--- src/dfs_pkg.sv ---
// Shared types and constants for the delimited field selector.
// Used by dfs_ctrl, dfs_datapath and delimited_field_selector.
package dfs_pkg;

	localparam int CFG_IDX_W  = 3;
	localparam int CFG_DATA_W = 64;
	localparam int TAIL_W     = 16;
	localparam int BYTE_W     = 8;
	localparam int CMP_W      = 33;

	localparam int MAP_POSITIONS_DEF = 64;
	localparam int HOLD_DEPTH_DEF    = 32;
	localparam int POSITION_BITS_DEF = 16;

	localparam logic [BYTE_W-1:0] NEWLINE_BYTE = 8'h0A;
	localparam logic [BYTE_W-1:0] TAB_BYTE     = 8'h09;

	// output delimiter kinds; any other code behaves as the default kind
	localparam logic [1:0] OD_BYTE = 2'd1;
	localparam logic [1:0] OD_NONE = 2'd2;

	typedef enum logic [CFG_IDX_W-1:0] {
		REG_FIELD_MODE = 3'd0,
		REG_DELIMITER  = 3'd1,
		REG_COMPLEMENT = 3'd2,
		REG_ONLY_DELIM = 3'd3,
		REG_OD_KIND    = 3'd4,
		REG_OD_BYTE    = 3'd5,
		REG_SELECT_MAP = 3'd6,
		REG_TAIL_START = 3'd7
	} reg_idx_t;

	typedef enum logic [1:0] {
		SRC_FLUSH,
		SRC_A,
		SRC_B
	} src_t;

	typedef struct packed {
		logic accept;
		logic push;
		src_t src;
		logic last;
	} dfs_cmd_t;

	typedef struct packed {
		logic plan_flush;
		logic plan_a;
		logic flush_end;
		logic a_v;
		logic b_v;
		logic out_free;
	} dfs_stat_t;

endpackage

--- src/dfs_ctrl.sv ---
// Controller state machine of the delimited field selector.
// Sequences accept, hold-buffer flush and result slots; uses dfs_pkg.
module dfs_ctrl (
	input  logic              clk,
	input  logic              arst_n,
	input  logic              in_valid,
	output logic              in_ready,
	input  dfs_pkg::dfs_stat_t stat,
	output dfs_pkg::dfs_cmd_t  cmd
);

	typedef enum logic [1:0] {
		S_IDLE,
		S_FLUSH,
		S_EMIT_A,
		S_EMIT_B
	} state_t;

	state_t state_q;

	always_comb begin
		in_ready   = (state_q == S_IDLE);
		cmd.accept = in_valid & in_ready;
		cmd.push   = 1'b0;
		cmd.src    = dfs_pkg::SRC_A;
		cmd.last   = 1'b0;
		unique case (state_q)
			S_IDLE: begin
			end
			S_FLUSH: begin
				cmd.push = stat.out_free;
				cmd.src  = dfs_pkg::SRC_FLUSH;
				cmd.last = stat.flush_end & ~stat.a_v;
			end
			S_EMIT_A: begin
				cmd.push = stat.out_free;
				cmd.src  = dfs_pkg::SRC_A;
				cmd.last = ~stat.b_v;
			end
			S_EMIT_B: begin
				cmd.push = stat.out_free;
				cmd.src  = dfs_pkg::SRC_B;
				cmd.last = 1'b1;
			end
			default: begin
			end
		endcase
	end

	always_ff @(posedge clk or negedge arst_n) begin
		if (!arst_n) begin
			state_q <= S_IDLE;
		end else begin
			unique case (state_q)
				S_IDLE: begin
					if (cmd.accept) begin
						if (stat.plan_flush)
							state_q <= S_FLUSH;
						else if (stat.plan_a)
							state_q <= S_EMIT_A;
					end
				end
				S_FLUSH: begin
					if (cmd.push && stat.flush_end)
						state_q <= stat.a_v ? S_EMIT_A : S_IDLE;
				end
				S_EMIT_A: begin
					if (cmd.push)
						state_q <= stat.b_v ? S_EMIT_B : S_IDLE;
				end
				S_EMIT_B: begin
					if (cmd.push)
						state_q <= S_IDLE;
				end
				default: state_q <= S_IDLE;
			endcase
		end
	end

endmodule

--- src/dfs_datapath.sv ---
// Datapath of the delimited field selector: configuration registers, line
// state, hold buffer, selection logic and output register. Uses dfs_pkg.
module dfs_datapath #(
	parameter int MAP_POSITIONS = dfs_pkg::MAP_POSITIONS_DEF,
	parameter int HOLD_DEPTH    = dfs_pkg::HOLD_DEPTH_DEF,
	parameter int POSITION_BITS = dfs_pkg::POSITION_BITS_DEF
) (
	input  logic                            clk,
	input  logic                            arst_n,
	input  logic                            cfg_wen,
	input  logic [dfs_pkg::CFG_IDX_W-1:0]   cfg_index,
	input  logic [dfs_pkg::CFG_DATA_W-1:0]  cfg_data,
	input  logic [dfs_pkg::BYTE_W-1:0]      in_byte,
	input  logic                            line_end,
	input  dfs_pkg::dfs_cmd_t               cmd,
	output dfs_pkg::dfs_stat_t              stat,
	output logic                            out_valid,
	input  logic                            out_ready,
	output logic [dfs_pkg::BYTE_W-1:0]      out_byte,
	output logic                            out_last,
	output logic                            out_done,
	output logic                            out_trunc
);

	localparam int HC_W      = $clog2(HOLD_DEPTH + 1);
	localparam int HIDX_W    = (HOLD_DEPTH > 1) ? $clog2(HOLD_DEPTH) : 1;
	localparam int MAP_IDX_W = $clog2(MAP_POSITIONS);
	localparam int PW        = POSITION_BITS + 1;
	localparam int CMP_W     = dfs_pkg::CMP_W;
	localparam int BW        = dfs_pkg::BYTE_W;

	// configuration
	logic                          field_mode_q;
	logic [BW-1:0]                 delim_q;
	logic                          complement_q;
	logic                          only_delim_q;
	logic [1:0]                    od_kind_q;
	logic [BW-1:0]                 od_byte_q;
	logic [MAP_POSITIONS-1:0]      select_map_q;
	logic [dfs_pkg::TAIL_W-1:0]    tail_start_q;

	// line state
	logic [POSITION_BITS-1:0]      pc_q;
	logic                          any_q;
	logic                          dseen_q;
	logic [HC_W-1:0]               hcnt_q;
	logic                          hovf_q;

	// result plan of the current transaction
	logic                          a_v_q;
	logic [BW-1:0]                 a_byte_q;
	logic                          a_nl_q;
	logic                          a_tr_q;
	logic                          b_v_q;
	logic [BW-1:0]                 b_byte_q;
	logic [HC_W-1:0]               fl_n_q;
	logic [HC_W-1:0]               ptr_q;

	logic [BW-1:0]                 hold_mem [HOLD_DEPTH];
	logic [BW-1:0]                 rd_q;
	logic [HIDX_W-1:0]             rd_addr;

	logic                          out_valid_q;
	logic [BW-1:0]                 out_byte_q;
	logic                          out_last_q;
	logic                          out_done_q;
	logic                          out_trunc_q;

	logic                          fmode, od, has_od;
	logic [BW-1:0]                 od_b;
	logic [PW-1:0]                 pos, pos_nx;
	logic [POSITION_BITS-1:0]      pc_bump;
	logic                          sel_cur, sel_nx;
	logic                          pl_flush, pl_a, pl_a_nl, pl_a_tr, pl_b;
	logic [BW-1:0]                 pl_a_byte;
	logic [POSITION_BITS-1:0]      pc_d;
	logic                          any_d, dseen_d, hovf_d, hold_we;
	logic [HC_W-1:0]               hcnt_d;
	logic [HC_W-1:0]               ptr_inc;

	function automatic logic sel_hit(input logic [PW-1:0] p);
		logic          hit;
		logic [PW-1:0] pm1;
		pm1 = p - 1'b1;
		hit = 1'b0;
		if (p != '0 && CMP_W'(p) <= CMP_W'(MAP_POSITIONS))
			hit = select_map_q[pm1[MAP_IDX_W-1:0]];
		if (tail_start_q != '0 && CMP_W'(p) >= CMP_W'(tail_start_q))
			hit = 1'b1;
		return hit ^ complement_q;
	endfunction

	always_ff @(posedge clk or negedge arst_n) begin
		if (!arst_n) begin
			field_mode_q <= 1'b1;
			delim_q      <= dfs_pkg::TAB_BYTE;
			complement_q <= 1'b0;
			only_delim_q <= 1'b0;
			od_kind_q    <= '0;
			od_byte_q    <= dfs_pkg::TAB_BYTE;
			select_map_q <= '0;
			tail_start_q <= '0;
		end else if (cfg_wen) begin
			unique case (cfg_index)
				dfs_pkg::REG_FIELD_MODE: field_mode_q <= cfg_data[0];
				dfs_pkg::REG_DELIMITER:  delim_q      <= cfg_data[BW-1:0];
				dfs_pkg::REG_COMPLEMENT: complement_q <= cfg_data[0];
				dfs_pkg::REG_ONLY_DELIM: only_delim_q <= cfg_data[0];
				dfs_pkg::REG_OD_KIND:    od_kind_q    <= cfg_data[1:0];
				dfs_pkg::REG_OD_BYTE:    od_byte_q    <= cfg_data[BW-1:0];
				dfs_pkg::REG_SELECT_MAP: select_map_q <= cfg_data[MAP_POSITIONS-1:0];
				dfs_pkg::REG_TAIL_START: tail_start_q <= cfg_data[dfs_pkg::TAIL_W-1:0];
				default: begin
				end
			endcase
		end
	end

	always_comb begin
		fmode = field_mode_q;
		od    = fmode & only_delim_q;
		case (od_kind_q)
			dfs_pkg::OD_BYTE: begin
				has_od = 1'b1;
				od_b   = od_byte_q;
			end
			dfs_pkg::OD_NONE: begin
				has_od = 1'b0;
				od_b   = od_byte_q;
			end
			default: begin
				has_od = fmode;
				od_b   = delim_q;
			end
		endcase

		pos     = {1'b0, pc_q} + 1'b1;
		pc_bump = (&pc_q) ? pc_q : pc_q + 1'b1;
		pos_nx  = {1'b0, pc_bump} + 1'b1;
		sel_cur = sel_hit(pos);
		sel_nx  = sel_hit(pos_nx);

		pl_flush  = 1'b0;
		pl_a      = 1'b0;
		pl_a_byte = in_byte;
		pl_a_nl   = 1'b0;
		pl_a_tr   = 1'b0;
		pl_b      = 1'b0;
		pc_d      = pc_q;
		any_d     = any_q;
		dseen_d   = dseen_q;
		hcnt_d    = hcnt_q;
		hovf_d    = hovf_q;
		hold_we   = 1'b0;

		if (line_end) begin
			pl_a      = ~(od & ~dseen_q);
			pl_a_byte = dfs_pkg::NEWLINE_BYTE;
			pl_a_nl   = 1'b1;
			pl_a_tr   = hovf_q;
			pc_d      = '0;
			any_d     = 1'b0;
			dseen_d   = 1'b0;
			hcnt_d    = '0;
			hovf_d    = 1'b0;
		end else if (!fmode) begin
			pc_d = pc_bump;
			if (sel_cur) begin
				any_d = 1'b1;
				pl_a  = 1'b1;
				if (any_q && has_od) begin
					pl_a_byte = od_b;
					pl_b      = 1'b1;
				end
			end
		end else if (in_byte == delim_q) begin
			if (!dseen_q) begin
				pl_flush = (hcnt_q != '0);
				hcnt_d   = '0;
			end
			dseen_d = 1'b1;
			any_d   = any_q | sel_cur;
			pc_d    = pc_bump;
			if (sel_nx && (any_q || sel_cur) && has_od) begin
				pl_a      = 1'b1;
				pl_a_byte = od_b;
			end
		end else if (sel_cur) begin
			if (od && !dseen_q) begin
				if (hcnt_q < HC_W'(HOLD_DEPTH)) begin
					hold_we = 1'b1;
					hcnt_d  = hcnt_q + 1'b1;
				end else begin
					hovf_d = 1'b1;
				end
			end else begin
				pl_a = 1'b1;
			end
		end
	end

	always_ff @(posedge clk or negedge arst_n) begin
		if (!arst_n) begin
			pc_q    <= '0;
			any_q   <= 1'b0;
			dseen_q <= 1'b0;
			hcnt_q  <= '0;
			hovf_q  <= 1'b0;
			a_v_q   <= 1'b0;
			b_v_q   <= 1'b0;
			fl_n_q  <= '0;
			ptr_q   <= '0;
		end else if (cmd.accept) begin
			pc_q    <= pc_d;
			any_q   <= any_d;
			dseen_q <= dseen_d;
			hcnt_q  <= hcnt_d;
			hovf_q  <= hovf_d;
			a_v_q   <= pl_a;
			b_v_q   <= pl_b;
			fl_n_q  <= hcnt_q;
			ptr_q   <= '0;
		end else if (cmd.push && cmd.src == dfs_pkg::SRC_FLUSH) begin
			ptr_q <= ptr_inc;
		end
	end

	always_ff @(posedge clk) begin
		if (cmd.accept) begin
			a_byte_q <= pl_a_byte;
			a_nl_q   <= pl_a_nl;
			a_tr_q   <= pl_a_tr;
			b_byte_q <= in_byte;
		end
	end

	assign ptr_inc = ptr_q + 1'b1;

	always_comb begin
		if (cmd.accept)
			rd_addr = '0;
		else if (cmd.push && cmd.src == dfs_pkg::SRC_FLUSH)
			rd_addr = (ptr_inc < HC_W'(HOLD_DEPTH)) ? ptr_inc[HIDX_W-1:0] : '0;
		else
			rd_addr = (ptr_q < HC_W'(HOLD_DEPTH)) ? ptr_q[HIDX_W-1:0] : '0;
	end

	always_ff @(posedge clk) begin
		if (cmd.accept && hold_we)
			hold_mem[hcnt_q[HIDX_W-1:0]] <= in_byte;
		rd_q <= hold_mem[rd_addr];
	end

	always_ff @(posedge clk or negedge arst_n) begin
		if (!arst_n) begin
			out_valid_q <= 1'b0;
		end else if (cmd.push) begin
			out_valid_q <= 1'b1;
		end else if (out_ready) begin
			out_valid_q <= 1'b0;
		end
	end

	always_ff @(posedge clk) begin
		if (cmd.push) begin
			out_last_q <= cmd.last;
			case (cmd.src)
				dfs_pkg::SRC_FLUSH: begin
					out_byte_q  <= rd_q;
					out_done_q  <= 1'b0;
					out_trunc_q <= 1'b0;
				end
				dfs_pkg::SRC_A: begin
					out_byte_q  <= a_byte_q;
					out_done_q  <= a_nl_q;
					out_trunc_q <= a_tr_q;
				end
				default: begin
					out_byte_q  <= b_byte_q;
					out_done_q  <= 1'b0;
					out_trunc_q <= 1'b0;
				end
			endcase
		end
	end

	assign stat.plan_flush = pl_flush;
	assign stat.plan_a     = pl_a;
	assign stat.flush_end  = (ptr_inc == fl_n_q);
	assign stat.a_v        = a_v_q;
	assign stat.b_v        = b_v_q;
	assign stat.out_free   = ~out_valid_q | out_ready;

	assign out_valid = out_valid_q;
	assign out_byte  = out_byte_q;
	assign out_last  = out_last_q;
	assign out_done  = out_done_q;
	assign out_trunc = out_trunc_q;

endmodule

--- src/delimited_field_selector.sv ---
// Top level of the delimited field selector (cut-style byte/field selection).
// Instantiates dfs_ctrl and dfs_datapath; uses dfs_pkg.
//
// Each input transaction is one line byte or a line-end mark; its n results
// (n is 0 to HOLD_DEPTH + 1) leave through a single output register at one
// per cycle while the master accepts, and the next input is taken after the
// last is pushed. A flush of held field-one bytes reads the hold buffer
// through its one registered read port, one byte a cycle while the output is
// free. The output register lets the next input be taken while the previous
// one's last result still waits on the master side. The hold buffer needs no
// clearing after reset. Configuration writes are meant for idle periods.
module delimited_field_selector #(
	parameter int MAP_POSITIONS = dfs_pkg::MAP_POSITIONS_DEF,
	parameter int HOLD_DEPTH    = dfs_pkg::HOLD_DEPTH_DEF,
	parameter int POSITION_BITS = dfs_pkg::POSITION_BITS_DEF
) (
	input  logic                           clk,
	input  logic                           arst_n,
	input  logic                           s_axis_tvalid,
	output logic                           s_axis_tready,
	input  logic [7:0]                     s_axis_tdata,  // [7:0] in_byte
	input  logic                           s_axis_tuser,  // [0] line_end
	output logic                           m_axis_tvalid,
	input  logic                           m_axis_tready,
	output logic [7:0]                     m_axis_tdata,  // [7:0] out_byte
	output logic                           m_axis_tlast,
	output logic [1:0]                     m_axis_tuser,  // [0] line_done, [1] truncated
	input  logic                           cfg_wen,
	input  logic [dfs_pkg::CFG_IDX_W-1:0]  cfg_index,
	input  logic [dfs_pkg::CFG_DATA_W-1:0] cfg_data
);

	dfs_pkg::dfs_cmd_t  cmd;
	dfs_pkg::dfs_stat_t stat;
	logic               done, trunc;

	dfs_ctrl u_ctrl (
		.clk      (clk),
		.arst_n   (arst_n),
		.in_valid (s_axis_tvalid),
		.in_ready (s_axis_tready),
		.stat     (stat),
		.cmd      (cmd)
	);

	dfs_datapath #(
		.MAP_POSITIONS (MAP_POSITIONS),
		.HOLD_DEPTH    (HOLD_DEPTH),
		.POSITION_BITS (POSITION_BITS)
	) u_datapath (
		.clk       (clk),
		.arst_n    (arst_n),
		.cfg_wen   (cfg_wen),
		.cfg_index (cfg_index),
		.cfg_data  (cfg_data),
		.in_byte   (s_axis_tdata),
		.line_end  (s_axis_tuser),
		.cmd       (cmd),
		.stat      (stat),
		.out_valid (m_axis_tvalid),
		.out_ready (m_axis_tready),
		.out_byte  (m_axis_tdata),
		.out_last  (m_axis_tlast),
		.out_done  (done),
		.out_trunc (trunc)
	);

	assign m_axis_tuser = {trunc, done};

endmodule
--- config.mk ---
export PLATFORM = sky130hd
export DESIGN_NAME = delimited_field_selector
export DESIGN_NICKNAME = d
export VERILOG_FILES = /design/src/dfs_pkg.sv /design/src/dfs_ctrl.sv /design/src/dfs_datapath.sv /design/src/delimited_field_selector.sv
export SDC_FILE = /design/constraint.sdc
export NUM_CORES = 1
export LEC_CHECK = 0
export ABC_AREA = 0
export BUFFER_PORTS_ARGS = -buffer_cell sky130_fd_sc_hd__buf_4
export CAP_MARGIN = 20
export CORE_ASPECT_RATIO = 2
export CORE_MARGIN = 2
export CORE_UTILIZATION = 30
export DETAILED_ROUTE_END_ITERATION = 6
export HOLD_SLACK_MARGIN = 0.03
export SETUP_SLACK_MARGIN = 0.3
export SYNTH_ARGS = -nofsm -noshare
export SYNTH_HDL_FRONTEND = slang
export SYNTH_HIERARCHICAL = 1
export SYNTH_SLANG_ARGS = --single-unit
--- constraint.sdc ---
create_clock -name clk -period 9.7 [get_ports clk]
set_input_delay 1.455 -clock clk [delete_from_list [all_inputs] [get_ports clk]]
set_output_delay 1.455 -clock clk [all_outputs]
set_load 0.01 [all_outputs]
* Word-level counts from Yosys, hierarchy flattened
Memory sizes are Yosys's and may differ from the RTL's. A register that Yosys moved wholly into a read port is not among the register bits.
Cells that the tools add are included.
W data, S select, Z words.
** Operators by class
- Add/sub/neg operators :: 7
- $mul :: 0
- Divide/modulo/power cells :: 0
- Order comparisons :: 9
- Equality and inequality tests :: 24
- Shifts and indexed selects :: 0
- Muxes and demuxes :: 82
- Bitwise logic cells :: 13
- Reductions and logical operators :: 46
** Operators with widths (number)
- $mux W16 :: 4
- $mux W6 :: 9
- $mux W8 :: 6
- $mux W1 :: 45
- $add A16 B1 Y17 const B :: 2
- $ge A17 B16 Y1 :: 2
- $le A17 B7 Y1 const B :: 2
- $reduce_bool A17 Y1 :: 2
- $mux W5 :: 4
- $lt A6 B6 Y1 const B :: 3
- $reduce_and A2 Y1 :: 9
- $add A16 B1 Y16 const B :: 1
- $mux W2 :: 8
- $pmux W8 S2 :: 1
- $reduce_and A16 Y1 :: 1
- $reduce_bool A16 Y1 :: 1
- $lt A6 B7 Y1 const B :: 2
- $add A6 B1 Y6 const B :: 2
- $bmux W1 S6 :: 2
- $eq A3 B3 Y1 const B :: 4
- $pmux W4 S3 :: 1
- $reduce_and A6 Y1 :: 2
- $reduce_bool A2 Y1 :: 6
- $reduce_bool A3 Y1 :: 4
- other kinds (26) :: 58
** Word-level totals
- Flip-flop bits (word level) :: 172
- Bits in latches :: 0
- Bits in writable memories :: 256
- ROM bits :: 0
- Bits of input ports :: 81
- Word-level logic and storage cells :: 209
- Memories kept :: 1
** Memory list
- u_datapath.hold_mem :: words 32, width 8, read ports 1, clocked after memory_dff 1, wr ports 1, line dfs_datapath.sv:59 : logic [BW-1:0] hold_mem [HOLD_DEPTH];

* Logic depth before layout (Yosys ltp)
- Depth in word-level cells :: 19
- Depth in mapped cells :: 27
- Depth with buffers taken out :: 22

* Cells and area by module
Netlist, hierarchy kept.
** Modules (own cells, without submodules)
- dfs_datapath :: instances 1, cells an instance 1604, area an instance 21364.2 um^2, sequential area each 12253.0 um^2
- dfs_ctrl :: instances 1, cells an instance 24, area an instance 178.9 um^2, sequential area each 50.0 um^2
- delimited_field_selector :: instances 1, cells an instance 2, area an instance 15.0 um^2, sequential area each 0.0 um^2

* Least setup slack after synthesis
OpenSTA, ideal clock, no wires.
- Kind :: flip-flop to flip-flop
- Start :: register u_datapath.pc_q[0]
- End :: register u_ctrl.state_q[1]
- Setup time :: 0.129 ns
- Arrival :: 5.510 ns
- Data required time :: 9.571 ns
- Setup slack :: 4.061 ns
- Stages on the path, launching flop included :: 28
- Buffers on the path :: 6
- Clock period less this slack :: 5.639 ns
- Cells stage by stage :: dfrtp_1 -> ha_1 -> buf_4 -> nand3_2 -> nor4_4 -> buf_2 -> buf_2 -> buf_2 -> xnor2_1 -> ha_1 -> clkbuf_1 -> o21ai_0 -> o21bai_1 -> xor2_1 -> ha_1 -> a21o_1 -> a21oi_1 -> nor2b_1 -> o21ai_0 -> a21oi_1 -> o41a_1 -> a41oi_2 -> xor2_2 -> o32ai_2 -> buf_4 -> o211a_1 -> a31oi_1 -> o22ai_1
** On the way
- Cells in the longest elaborated chain, start to end :: 17
- Elaborated cells between the ends (all ways) :: 38
** Ends and longest elaborated chain
- from (decl) :: line dfs_datapath.sv:43 : logic [POSITION_BITS-1:0] pc_q;
- from (signal assigned) :: line dfs_datapath.sv:214 : pc_q <= pc_d;
- $add A16 B1 Y16 / $reduce_and A16 Y1 (equally long branches) :: line dfs_datapath.sv:138 : pc_bump = (&pc_q) ? pc_q : pc_q + 1'b1;
- $mux W16 :: line dfs_datapath.sv:138
- $add A16 B1 Y17 :: line dfs_datapath.sv:139 : pos_nx = {1'b0, pc_bump} + 1'b1;
- $sub A6 B1 Y6 :: line dfs_datapath.sv:84 : pm1 = p - 1'b1;
- $bmux W1 S6 :: line dfs_datapath.sv:87 : hit = select_map_q[pm1[MAP_IDX_W-1:0]];
- $mux W1 (implied by the code) :: line dfs_datapath.sv:87
- $mux W1 :: line dfs_datapath.sv:86 : if (p != '0 && CMP_W'(p) <= CMP_W'(MAP_POSITIONS))
- $mux W1 :: line dfs_datapath.sv:88 : if (tail_start_q != '0 && CMP_W'(p) >= CMP_W'(tail_start_q))
- $xor A1 B1 Y1 :: line dfs_datapath.sv:90 : return hit ^ complement_q;
- $logic_and A1 B1 Y1 (2 in a row) :: line dfs_datapath.sv:184 : if (sel_nx && (any_q || sel_cur) && has_od) begin
- $mux W1 :: line dfs_datapath.sv:184
- $mux W1 :: line dfs_datapath.sv:176 : end else if (in_byte == delim_q) begin
- $mux W1 * :: line dfs_datapath.sv:166 : end else if (!fmode) begin
- $mux W1 * :: line dfs_datapath.sv:156 : if (line_end) begin
- net u_datapath.pl_a :: line dfs_datapath.sv:74 : logic pl_flush, pl_a, pl_a_nl, pl_a_tr, pl_b;
- $ne A3 B1 Y1 (no source line) *
- $reduce_and A5 Y1 (no source line) *
- to (signal assigned) :: line dfs_ctrl.sv:65 : state_q <= stat.a_v ? S_EMIT_A : S_IDLE;
- to (signal assigned) :: line dfs_ctrl.sv:69 : state_q <= stat.b_v ? S_EMIT_B : S_IDLE;
- to (decl) :: line dfs_ctrl.sv:19 : state_t state_q;
The timed path passes the listed nets; every way through them passes the cells marked *. The select of a mux whose other input is x is not followed.
A chain may end at the register's enable or synchronous reset.

==> results.toml <==
[floorplanning]
start_util_pct = 30.16
design.core.area_mm2 = 0.07148
dieWidth_um = 193.6
die_y_um = 383.1
dieArea_mm2 = 0.07415
io_pins = 94
rows = 139

[critical_path]
critical_path.top_delay_family = "compound AO/OA/AOI/OAI gates"
crit_buf_inv = 4
crit_required_ps = 10140
crit_path_top_delay_cell = "buf_4"
arrival_ps = 7320
startpoint_type = "flop"
max_stage_delay_ps = 590
crit_type = "flop to flop"
r2r_setup_slack_ps = 2820
critPathMaxFanout = 64
end_kind = "flop"
crit_top_cell = "buf_4"

[pwr]
leakage_nw = 8.915
p_per_area_mw_per_mm2 = 212.6
p_switching_mw = 1.607
p_comb_share_pct = 26.0
p_int_mw = 3.594
seqPwrFrac_pct = 43.8
power_frac_clock_pct = 30.2
swShare_pct = 30.90
peakVddDrop_v = 0.0001939

[global_routing]
grt_antenna_before_repair = 0
grt_use_met1_pct = 14.66
use_met2_pct = 30.56
grt_max_degree = 77
grt_pass1_vias = 14680
grtUsageTotal_pct = 15.49
met3_usage_pct = 1.644
grt_pass1_wl_mm = 87.98
grt_overflow_total = 0
gr-max-usage-layer = "met2"

[final_layout]
multi_input_area_mm2 = 0.008651
nets = 1806
diodes = 0
nFillCells = 6887
syn_to_final_growth_pct = 13.48
layout_commonest_cell = "edfxtp_1"
final_cell_mix = "edfxtp_1 (285), nand2_1 (160), dfrtp_1 (137), buf_4 (115), mux2_2 (111)"
drive_gt1_share_pct = 24.62
seq_area_mm2 = 0.01230

[logic_synthesis]
synth_async_sr_flop_share_pct = 32.80
syn_avg_cell_area_um2 = 13.23
synth_edf_count = 285
yosysWarningCount = 6
syn_inst = 1630
mappedNetlistArea_mm2 = 0.02156
yosysSeqAreaShare_pct = 57.07
syn_nets = 1752
synth_cell_types = 93
synth_seq_cells = 436
ys.flop_type = "edfxtp_1"

[route]
num_vias = 13990
finalWirelength_mm = 57.99
dr.pass1.iters = 5
wire_per_inst_um = 22.05
vias_per_cell = 5.319
drc_errors = 0
route.antenna.remaining_nets = 0
drt_iter0_markers = 880

[timing]
rsz0062_at_grt = "false"
finalCritPeriodShare_pct = 70.90
worst_slack_ps = 2823
finalSetupViolCount = 0
maxSlewHeadroom_pct = 32.81
clock.fmax_ghz = 0.1454
drv_slew = 0
hold_violations = 0
tns_ps = 0
fin_crit_ps = 6877
skew_ps = 25.29
tightest_slew_ps = 997.3

[outcome]
status = "complete, no violations"

[cts]
worstSkewPairLatency_ps = 570
path_clk_slew_ps = 70
cts-buffers-inserted = 41
cts_num_sinks = 436
cts_max_level = 2
cts_tree = "done"
cts_buffer_depth = 3
hold_buffers = 0
clock-root-buffer = "clkbuf_16"
cts_setup_buffers = 0
cts_resized = 0

[placement]
io_buffer_count = 93
pre_cts_slack_ps = 2893
gp_congestion = 0.9334
dp_hpwl_mm = 42.43

[job]
max_cap_violations = 0

[worst_hold_path]
worstHoldPathType = "flop to flop"
-- per-layer routing --
layer	wire (um)	vias to the layer above
met5	0	-
met4	4353	0
met3	1887	160
met2	32600	431
met1	19160	7063
li1	-	6334
-- worst paths after layout --
check | start | endpoint | cells past startpoint
worst max-delay path | u_datapath/pc_q[0]$_DFFE_PN0P_ | u_ctrl/state_q[1]$_DFFE_PN0P_ | 25
worst min register to register | u_datapath/od_byte_q[1]$_DFFE_PN0P_ | u_datapath/od_byte_q[1]$_DFFE_PN0P_ | 1
min in group asynchronous | arst_n | u_datapath/out_valid$_DFFE_PN0P_ | 1
max in group asynchronous | arst_n | u_datapath/pc_q[0]$_DFFE_PN0P_ | 2
worst min-delay path | u_datapath/od_byte_q[1]$_DFFE_PN0P_ | u_datapath/od_byte_q[1]$_DFFE_PN0P_ | 1
worst max register to register | u_datapath/pc_q[0]$_DFFE_PN0P_ | u_ctrl/state_q[1]$_DFFE_PN0P_ | 25
-- Yosys cell counts (14+ instances only) --
library cell | instances | area (um2)
buf_2 | 24 | 120.1
mux4_2 | 86 | 1937
a21oi_1 | 41 | 205.2
o22ai_1 | 21 | 131.4
mux2_2 | 111 | 1250
buf_1 | 14 | 52.55
mux2i_1 | 36 | 360.4
nor2_1 | 98 | 367.9
inv_1 | 41 | 153.9
o21ai_0 | 57 | 285.3
ha_1 | 41 | 513.0
edfxtp_1 | 285 | 8558
nand4_1 | 23 | 143.9
o211ai_1 | 16 | 120.1
nand3_1 | 44 | 220.2
a211oi_1 | 14 | 105.1
xor2_1 | 14 | 122.6
a31oi_1 | 14 | 87.58
clkbuf_1 | 59 | 221.5
dfrtp_1 | 138 | 3453
nor3_1 | 17 | 85.08
nor4_1 | 14 | 87.58
o31ai_1 | 16 | 120.1
nand2_1 | 160 | 600.6
a21o_1 | 14 | 105.1
xnor2_1 | 34 | 297.8
-- through the flow --
stage / area, um2 / std cells / utilization (%) / hold WS, ps / total power [mW]
floorplan: 21560 / 1630 / - / 471.2 / 3.232
global placement: 23130 / 2554 / 32.36 / 481.8 / 3.643
detailed placement: 23140 / 2555 / 32.37 / 494.9 / 3.674
CTS: 24430 / 2628 / 34.18 / 508.4 / 5.263
global route: 24460 / 2630 / 34.23 / 529.2 / 5.448
finish: 24460 / 2630 / 34.23 / 502.8 / 5.201
-- flip-flops by register name, summed over array words and instances, names as in the netlist, 8 cells and up --
register / flops
u_datapath/select_map_q: 64
u_datapath/out_byte: 8
u_datapath/tail_start_q: 16
u_datapath/a_byte_q: 8
u_datapath/delim_q: 8
u_datapath/rd_q: 8
u_datapath/pc_q: 16
u_datapath/hold_mem: 256
u_datapath/od_byte_q: 8
u_datapath/b_byte_q: 8
-- final cells by class --
type                    instances  share of cell area, %
flip-flops and latches        436                  50.29
multi-input cells            1043                  35.36
well taps                     916                  4.685
clock buffers                  48                  4.429
repair buffers                118                  3.703
clock inverters                25                 0.8541
inverters                      44                 0.6751
-- logic make-up (layout without fill, tap and decap cells) --
logic type               after synthesis  in the layout  share of synthesized area [%]
AO/OA/AOI/OAI                        271            271                          8.741
XOR/XNOR                              51             51                          2.206
buffers and inverters                151            235                          2.960
multiplexers                         233            233                          16.45
adder cells (fa/ha/maj)               41             41                          2.380
AND/OR/NAND/NOR                      447            447                          10.19
flip-flops                           436            436                          57.07
-- power by group through the flow --
stage	sequential (mW)	combinational, mW	clock [mW]
final	2.28	1.35	1.57
after CTS	2.28	1.36	1.62
after global routing	2.30	1.47	1.68
after global placement	2.31	1.34	0
after floorplan	2.26	0.977	0
after detailed placement	2.32	1.36	0
Note: power is estimated with default switching activity, not from simulation.
